<file path="config.mk">
export PLATFORM = sky130hd
export DESIGN_NAME = clear_channel_slot_finder
export DESIGN_NICKNAME = d
export VERILOG_FILES = /design/src/hw/rtl/ccsf_pkg.sv /design/src/hw/rtl/clear_channel_slot_finder.sv /design/src/hw/rtl/ccsf_datapath.sv /design/src/hw/rtl/ccsf_ctrl.sv
export SDC_FILE = /design/constraint.sdc
export NUM_CORES = 1
export LEC_CHECK = 0
export BUFFER_PORTS_ARGS = -buffer_cell sky130_fd_sc_hd__buf_2
export CAP_MARGIN = 10
export CORE_MARGIN = 3
export CORE_UTILIZATION = 60
export CTS_CLUSTER_SIZE = 24
export DETAILED_ROUTE_END_ITERATION = 10
export GPL_ROUTABILITY_DRIVEN = 0
export PLACE_DENSITY = 0.82
export SYNTH_ARGS = -nofsm -noshare
export SYNTH_HDL_FRONTEND = slang
export SYNTH_SLANG_ARGS = --single-unit
export TNS_END_PERCENT = 1
</file>
<file path="constraint.sdc">
create_clock -name clk -period 13.5 [get_ports clk]
set_input_delay 1.35 -clock clk [delete_from_list [all_inputs] [get_ports clk]]
set_output_delay 1.35 -clock clk [all_outputs]
set_load 0.01 [all_outputs]
</file>
<file path="src/hw/rtl/ccsf_pkg.sv">
package ccsf_pkg;

	localparam int FREQ_W      = 12;
	localparam int BIN_W       = 8;
	localparam int CAND_W      = 9;
	localparam int BIN_IDX_W   = 6;
	localparam int BAND_LOW_HZ = 200;
	localparam int RECIP_50    = 1311;
	localparam int RECIP_SHIFT = 16;
	localparam int PROD_W      = 23;
	localparam int ADDR_W      = 3;
	localparam int DATA_W      = 32;

	localparam logic [FREQ_W-1:0] PREF_RESET = 12'd1500;
	localparam logic [ADDR_W-1:0] ADDR_PREF  = 3'd0;

	typedef struct packed {
		logic [FREQ_W-1:0] station_freq_hz;
		logic              station_valid;
		logic              last_item;
	} station_req_t;

	typedef struct packed {
		logic [FREQ_W-1:0] clear_freq_hz;
		logic              all_occupied;
	} slot_res_t;

	typedef struct packed {
		logic mark;
		logic start;
		logic step;
		logic load;
	} dp_cmd_t;

	typedef struct packed {
		logic found;
		logic exhausted;
	} dp_sts_t;

	// (f - 200) / 50, truncated toward zero
	function automatic logic signed [BIN_W-1:0] bin_of(input logic [FREQ_W-1:0] f);
		logic signed [FREQ_W:0] diff;
		logic [FREQ_W-1:0]      mag;
		logic [PROD_W-1:0]      prod;
		logic [BIN_W-2:0]       q;
		diff = $signed({1'b0, f}) - $signed((FREQ_W+1)'(BAND_LOW_HZ));
		mag  = diff[FREQ_W] ? FREQ_W'(-diff) : diff[FREQ_W-1:0];
		prod = PROD_W'(mag) * PROD_W'(RECIP_50);
		q    = prod[PROD_W-1:RECIP_SHIFT];
		bin_of = diff[FREQ_W] ? -$signed({1'b0, q}) : $signed({1'b0, q});
	endfunction

	// 200 + 50 * bin
	function automatic logic [FREQ_W-1:0] freq_of(input logic [BIN_IDX_W-1:0] b);
		freq_of = FREQ_W'(BAND_LOW_HZ) + {1'b0, b, 5'b0} + {2'b0, b, 4'b0}
			+ {5'b0, b, 1'b0};
	endfunction

endpackage

</file>
<file path="src/hw/rtl/clear_channel_slot_finder.sv">
// Channel   Handshake                      Payload
// in        in_valid / in_stall            in_req  (station_req_t)
// out       out_valid / out_stall          out_res (slot_res_t)
// config    psel/penable/pwrite/pready     paddr, pwdata, prdata
//
// A non-last request does not stall; a valid station's mark lands in the mask at acceptance.
// A last request adds a search over distances 0 to NUM_BINS/2, one distance per cycle.
// in_stall is high during the search; a result waits in the output register under out_stall.
// Reset clears the mask, the output valid and sets preferred_freq_hz to 1500.
module clear_channel_slot_finder #(
	parameter int NUM_BINS = 52
) (
	input  logic                          clk,
	input  logic                          arst_n,
	input  logic                          in_valid,
	output logic                          in_stall,
	input  ccsf_pkg::station_req_t        in_req,
	output logic                          out_valid,
	input  logic                          out_stall,
	output ccsf_pkg::slot_res_t           out_res,
	input  logic                          psel,
	input  logic                          penable,
	input  logic                          pwrite,
	input  logic [ccsf_pkg::ADDR_W-1:0]   paddr,
	input  logic [ccsf_pkg::DATA_W-1:0]   pwdata,
	output logic [ccsf_pkg::DATA_W-1:0]   prdata,
	output logic                          pready
);
	import ccsf_pkg::*;

	logic [FREQ_W-1:0] pref_q;
	dp_cmd_t           cmd;
	dp_sts_t           sts;

	assign pready = 1'b1;
	assign prdata = (paddr == ADDR_PREF) ? DATA_W'(pref_q) : '0;

	always_ff @(posedge clk or negedge arst_n) begin
		if (!arst_n) begin
			pref_q <= PREF_RESET;
		end else if (psel & penable & pwrite & pready & (paddr == ADDR_PREF)) begin
			pref_q <= pwdata[FREQ_W-1:0];
		end
	end

	ccsf_ctrl u_ctrl (
		.clk           (clk),
		.arst_n        (arst_n),
		.in_valid      (in_valid),
		.station_valid (in_req.station_valid),
		.last_item     (in_req.last_item),
		.in_stall      (in_stall),
		.out_valid     (out_valid),
		.out_stall     (out_stall),
		.cmd           (cmd),
		.sts           (sts)
	);

	ccsf_datapath #(
		.NUM_BINS (NUM_BINS)
	) u_dp (
		.clk          (clk),
		.arst_n       (arst_n),
		.cmd          (cmd),
		.sts          (sts),
		.station_freq (in_req.station_freq_hz),
		.pref_freq    (pref_q),
		.res          (out_res)
	);

endmodule

</file>
<file path="src/hw/rtl/ccsf_datapath.sv">
module ccsf_datapath #(
	parameter int NUM_BINS = 52
) (
	input  logic                           clk,
	input  logic                           arst_n,
	input  ccsf_pkg::dp_cmd_t              cmd,
	output ccsf_pkg::dp_sts_t              sts,
	input  logic [ccsf_pkg::FREQ_W-1:0]    station_freq,
	input  logic [ccsf_pkg::FREQ_W-1:0]    pref_freq,
	output ccsf_pkg::slot_res_t            res
);
	import ccsf_pkg::*;

	localparam int R_MAX = NUM_BINS / 2;
	localparam int R_W   = $clog2(R_MAX + 1);

	logic [NUM_BINS-1:0]       mask_q;
	logic [NUM_BINS-1:0]       mask_set;
	logic [NUM_BINS-1:0]       lo_vec;
	logic [NUM_BINS-1:0]       hi_vec;
	logic [R_W-1:0]            r_q;
	slot_res_t                 res_q;
	logic signed [CAND_W-1:0]  st_c;
	logic signed [CAND_W-1:0]  pf_c;
	logic signed [CAND_W-1:0]  r_ext;
	logic signed [CAND_W-1:0]  cand_lo;
	logic signed [CAND_W-1:0]  cand_hi;
	logic                      found_lo;
	logic                      found_hi;

	assign st_c    = CAND_W'(bin_of(station_freq));
	assign pf_c    = CAND_W'(bin_of(pref_freq));
	assign r_ext   = $signed({{(CAND_W-R_W){1'b0}}, r_q});
	assign cand_lo = pf_c - r_ext;
	assign cand_hi = pf_c + r_ext;

	always_comb begin
		for (int i = 0; i < NUM_BINS; i++) begin
			mask_set[i] = (st_c - $signed(CAND_W'(1)) == $signed(CAND_W'(i)))
				| (st_c == $signed(CAND_W'(i)))
				| (st_c + $signed(CAND_W'(1)) == $signed(CAND_W'(i)));
			lo_vec[i] = (cand_lo == $signed(CAND_W'(i))) & ~mask_q[i];
			hi_vec[i] = (cand_hi == $signed(CAND_W'(i))) & ~mask_q[i];
		end
	end

	assign found_lo      = |lo_vec;
	assign found_hi      = (r_q != '0) & (|hi_vec);
	assign sts.found     = found_lo | found_hi;
	assign sts.exhausted = (r_q == R_W'(R_MAX));

	always_ff @(posedge clk or negedge arst_n) begin
		if (!arst_n) begin
			mask_q <= '0;
			r_q    <= '0;
		end else begin
			if (cmd.mark) begin
				mask_q <= mask_q | mask_set;
			end else if (cmd.load) begin
				mask_q <= '0;
			end
			if (cmd.start) begin
				r_q <= '0;
			end else if (cmd.step) begin
				r_q <= r_q + R_W'(1);
			end
		end
	end

	always_ff @(posedge clk) begin
		if (cmd.load) begin
			if (found_lo) begin
				res_q.clear_freq_hz <= freq_of(cand_lo[BIN_IDX_W-1:0]);
				res_q.all_occupied  <= 1'b0;
			end else if (found_hi) begin
				res_q.clear_freq_hz <= freq_of(cand_hi[BIN_IDX_W-1:0]);
				res_q.all_occupied  <= 1'b0;
			end else begin
				res_q.clear_freq_hz <= pref_freq;
				res_q.all_occupied  <= 1'b1;
			end
		end
	end

	assign res = res_q;

	a_mask_cleared: assert property (@(posedge clk) disable iff (!arst_n)
		cmd.load |=> mask_q == '0)
		else $error("mask not cleared after result");
	a_r_bound: assert property (@(posedge clk) disable iff (!arst_n)
		cmd.step |-> r_q != R_W'(R_MAX))
		else $error("search stepped past its reach");

endmodule

</file>
<file path="src/hw/rtl/ccsf_ctrl.sv">
module ccsf_ctrl (
	input  logic              clk,
	input  logic              arst_n,
	input  logic              in_valid,
	input  logic              station_valid,
	input  logic              last_item,
	output logic              in_stall,
	output logic              out_valid,
	input  logic              out_stall,
	output ccsf_pkg::dp_cmd_t cmd,
	input  ccsf_pkg::dp_sts_t sts
);
	import ccsf_pkg::*;

	typedef enum logic [1:0] {
		ST_IDLE   = 2'b01,
		ST_SEARCH = 2'b10
	} state_t;

	state_t state_q;
	state_t state_d;
	logic   out_valid_q;
	logic   acc_in;
	logic   done;
	logic   free;

	assign in_stall  = (state_q != ST_IDLE);
	assign acc_in    = in_valid & ~in_stall;
	assign done      = sts.found | sts.exhausted;
	assign free      = ~out_valid_q | ~out_stall;
	assign out_valid = out_valid_q;

	assign cmd.mark  = acc_in & station_valid;
	assign cmd.start = (state_q == ST_IDLE);
	assign cmd.step  = (state_q == ST_SEARCH) & ~done;
	assign cmd.load  = (state_q == ST_SEARCH) & done & free;

	always_comb begin
		state_d = state_q;
		case (state_q)
			ST_IDLE: begin
				if (acc_in & last_item) begin
					state_d = ST_SEARCH;
				end
			end
			ST_SEARCH: begin
				if (cmd.load) begin
					state_d = ST_IDLE;
				end
			end
			default: begin
				state_d = ST_IDLE;
			end
		endcase
	end

	always_ff @(posedge clk or negedge arst_n) begin
		if (!arst_n) begin
			state_q     <= ST_IDLE;
			out_valid_q <= 1'b0;
		end else begin
			state_q <= state_d;
			if (cmd.load) begin
				out_valid_q <= 1'b1;
			end else if (~out_stall) begin
				out_valid_q <= 1'b0;
			end
		end
	end

	a_rise_after_search: assert property (@(posedge clk) disable iff (!arst_n)
		$rose(out_valid_q) |-> $past(state_q == ST_SEARCH))
		else $error("result raised outside a search");
	a_no_mark_on_load: assert property (@(posedge clk) disable iff (!arst_n)
		!(cmd.mark && cmd.load))
		else $error("mark and result load in the same cycle");

endmodule
</file>
==> flow_summary.json <==
{
  "fin_ws_ns": 1.19,
  "root_buffer": "clkbuf_16",
  "drc": 0,
  "max_stage_delay_ns": 0.57,
  "synth_ff_type": "dfrtp_1",
  "synth_xor_xnor_area_share_pct": 3.83,
  "tightest_slew_ns": 1.33,
  "cts_tree": "built",
  "timing.fmax_mhz": 81.2,
  "async_flop_share_pct": 84.7,
  "clk_latency_ns": 0.36,
  "skew_ns": 0.0162,
  "syn_inst": 1533,
  "synth_area_per_cell_sq_um": 8.79,
  "fp.dieH_um": 156,
  "crit_path_max_fanout": 41,
  "nets": 1973,
  "hpwl_um": 27900,
  "gr-total-overflow": 0,
  "yosys.area_share.simple_pct": 12.2,
  "cp.required_ns": 13.76,
  "htreeDepth": 3,
  "synth_top_family_by_area": "adder cells",
  "ant_nets": 0,
  "start_kind": "register",
  "synthTopCellsByArea": "ha_1, fa_1, dfrtp_1",
  "synth_fa_ha_area_share_pct": 36.4,
  "period_share_pct": 91.2,
  "finalCriticalPeriod_ns": 12.31,
  "syn_area_sq_mm": 0.0135,
  "design.die.area_sq_mm": 0.0243,
  "die_x_um": 156,
  "grt_max_degree": 73,
  "hold_viol_final": 0,
  "drive_gt1_share_pct": 8.90,
  "synth_top_area_share_pct": 22.8,
  "cts-resized-gates": 0,
  "drt_iter0_markers": 1099,
  "cts_made_buffers": 9,
  "ys_types": 88,
  "relSlewSlack_pct": 11.1,
  "rsz0062_at_grt": "no",
  "cts_setup_buffers": 0,
  "io_pins": 104,
  "endpoint_kind": "register",
  "ys_seq_area_share_pct": 16.3,
  "antenna_found_initial": 1,
  "io_buffer_count": 62,
  "synthToLayoutAreaGrowth_pct": 5.88,
  "path_clk_slew_ns": 0.08,
  "cts_num_sinks": 85,
  "min_path_type": "register to register",
  "wl_per_cell_um": 18.5,
  "vias": 11683,
  "grt_first_pass_wirelength_um": 56400,
  "synth-compound-area-share_pct": 19.8,
  "synth_edf_count": 13,
  "via_per_inst": 6.26,
  "clk_path_buf_depth": 2,
  "synthMuxAreaShare_pct": 2.54,
  "core-area_sq_mm": 0.0220,
  "slew_viol_final": 0,
  "crit_top_cell": "inv_1",
  "setup_tns_ns": 0,
  "place_ws_ns": 1.47,
  "drv_cap": 0,
  "wl_um": 34500,
  "critPathArrivalTime_ns": 12.57,
  "rows": 54,
  "fin_hold_ws_ns": 0.541,
  "ys_seq_elements": 85,
  "cts_hold_buf": 0,
  "track_usage_pct": 28.5,
  "drt-pass1-iter-count": 11,
  "critPathKind": "register to register",
  "status": "finished, final reports clean",
  "yosysTopAreaCell": "ha_1",
  "initial_core_util_pct": 61.4,
  "grt_pass1_vias": 11500,
  "slowest_stage": "xor2_1",
  "finalSetupViolCount": 0,
  "ys_warn_count": 0
}
==> flip-flops by register name, summed over array words and instances, names as in the netlist <==
signal / flops
u_dp.mask_q: 52
u_dp.r_q: 5
pref_q: 12
u_dp.res: 13
u_ctrl.state_q: 2
u_ctrl.out_valid: 1
==> metal layers <==
layer / global-route usage (%) / routed length [um] / up-vias
li1: - / - / 5451
met1: 38.0 / 14600 / 5580
met2: 45.9 / 15700 / 527
met3: 7.71 / 3110 / 123
met4: 7.70 / 1050 / 2
met5: 0 / 7 / -
==> cell usage in the layout (no fill, tap or decap), types with 14 or more instances in the layout <==
cell type and n:
nor2_1 96, xnor2_1 30, o211ai_1 17, nand3_1 30, a211oi_1 14, dfrtp_1 64, nand2_1 83, fa_1 91
and2_1 21, ha_1 246, xor2_1 27, nor3_1 22, a31oi_1 19, o22ai_1 42, a21oi_1 85, mux2i_1 23
conb_1 21, inv_1 228, nand4_1 15, a21o_1 16, o21ai_0 72, o21a_1 20, buf_2 62
==> cell type report <==
| cell class | count | area [sq um] |
|---|---|---|
| Antenna cell | 1 | 2.50 |
| Multi-Input combinational cell | 1178 | 10100 |
| Clock buffer | 9 | 225 |
| Tap cell | 280 | 350 |
| Sequential cell | 85 | 2200 |
| Fill cell | 1748 | 7690 |
| Clock inverter | 7 | 73.8 |
| Inverter | 233 | 875 |
| Timing Repair Buffer | 73 | 393 |
==> cell families (layout without fill, tap and decap cells) <==
group | after synthesis | in the layout
xor+xnor | 58 | 58
flops | 85 | 85
compound gates | 393 | 393
mux | 33 | 33
fa+ha+maj | 337 | 337
buf+inv | 289 | 322
other cells | 2 | 22
simple gates | 336 | 336
==> final timing paths <==
| path | start | endpoint | slack (ns) | cells past startpoint |
|---|---|---|---|---|
| min | u_dp.mask_q[3] | u_dp.mask_q[3] | 0.54 | 1 |
| max reg2reg | pref_q[5] | u_dp.mask_q[11] | 1.19 | 48 |
| max in group asynchronous | arst_n | u_dp.mask_q[38] | 11.65 | 2 |
| min in group asynchronous | arst_n | u_dp.r_q[0] | 1.21 | 2 |
| min reg2reg | u_dp.mask_q[3] | u_dp.mask_q[3] | 0.54 | 1 |
| max | pref_q[5] | u_dp.mask_q[11] | 1.19 | 48 |
==> synth_stat cells (all sizes together) (23+ instances only) <==
master,n
a21oi,86
buf,36
dfrtp,64
fa,91
ha,246
inv,229
mux2i,23
nand2,83
nand3,31
nor2,96
nor3,25
o21ai,77
o22ai,42
xnor2,30
xor2,28
==> metrics by stage <==
step	util (%)	instances	instance area [sq um]
6_report	65.0	1866	14300
5_1_grt	64.9	1865	14300
4_1_cts	64.9	1865	14300
3_5_place_dp	63.6	1849	14000
3_3_place_gp	63.6	1849	14000
2_1_floorplan	-	1552	13500
==> worst max-delay path: cells and delay by family (launching register included) <==
kind                       cells  cell delay (ns)
adders and majority gates      9             3.48
AOI/OAI and AO/OA             14             2.89
and+or+nand+nor               11             2.56
buffers and inverters         12             1.75
xor gates and xnor gates       2             1.02
DFF                            1             0.48
Power is left out: the tool's default activity adds up to more than one toggle a clock period on the data nets, which glitch-free logic cannot reach.
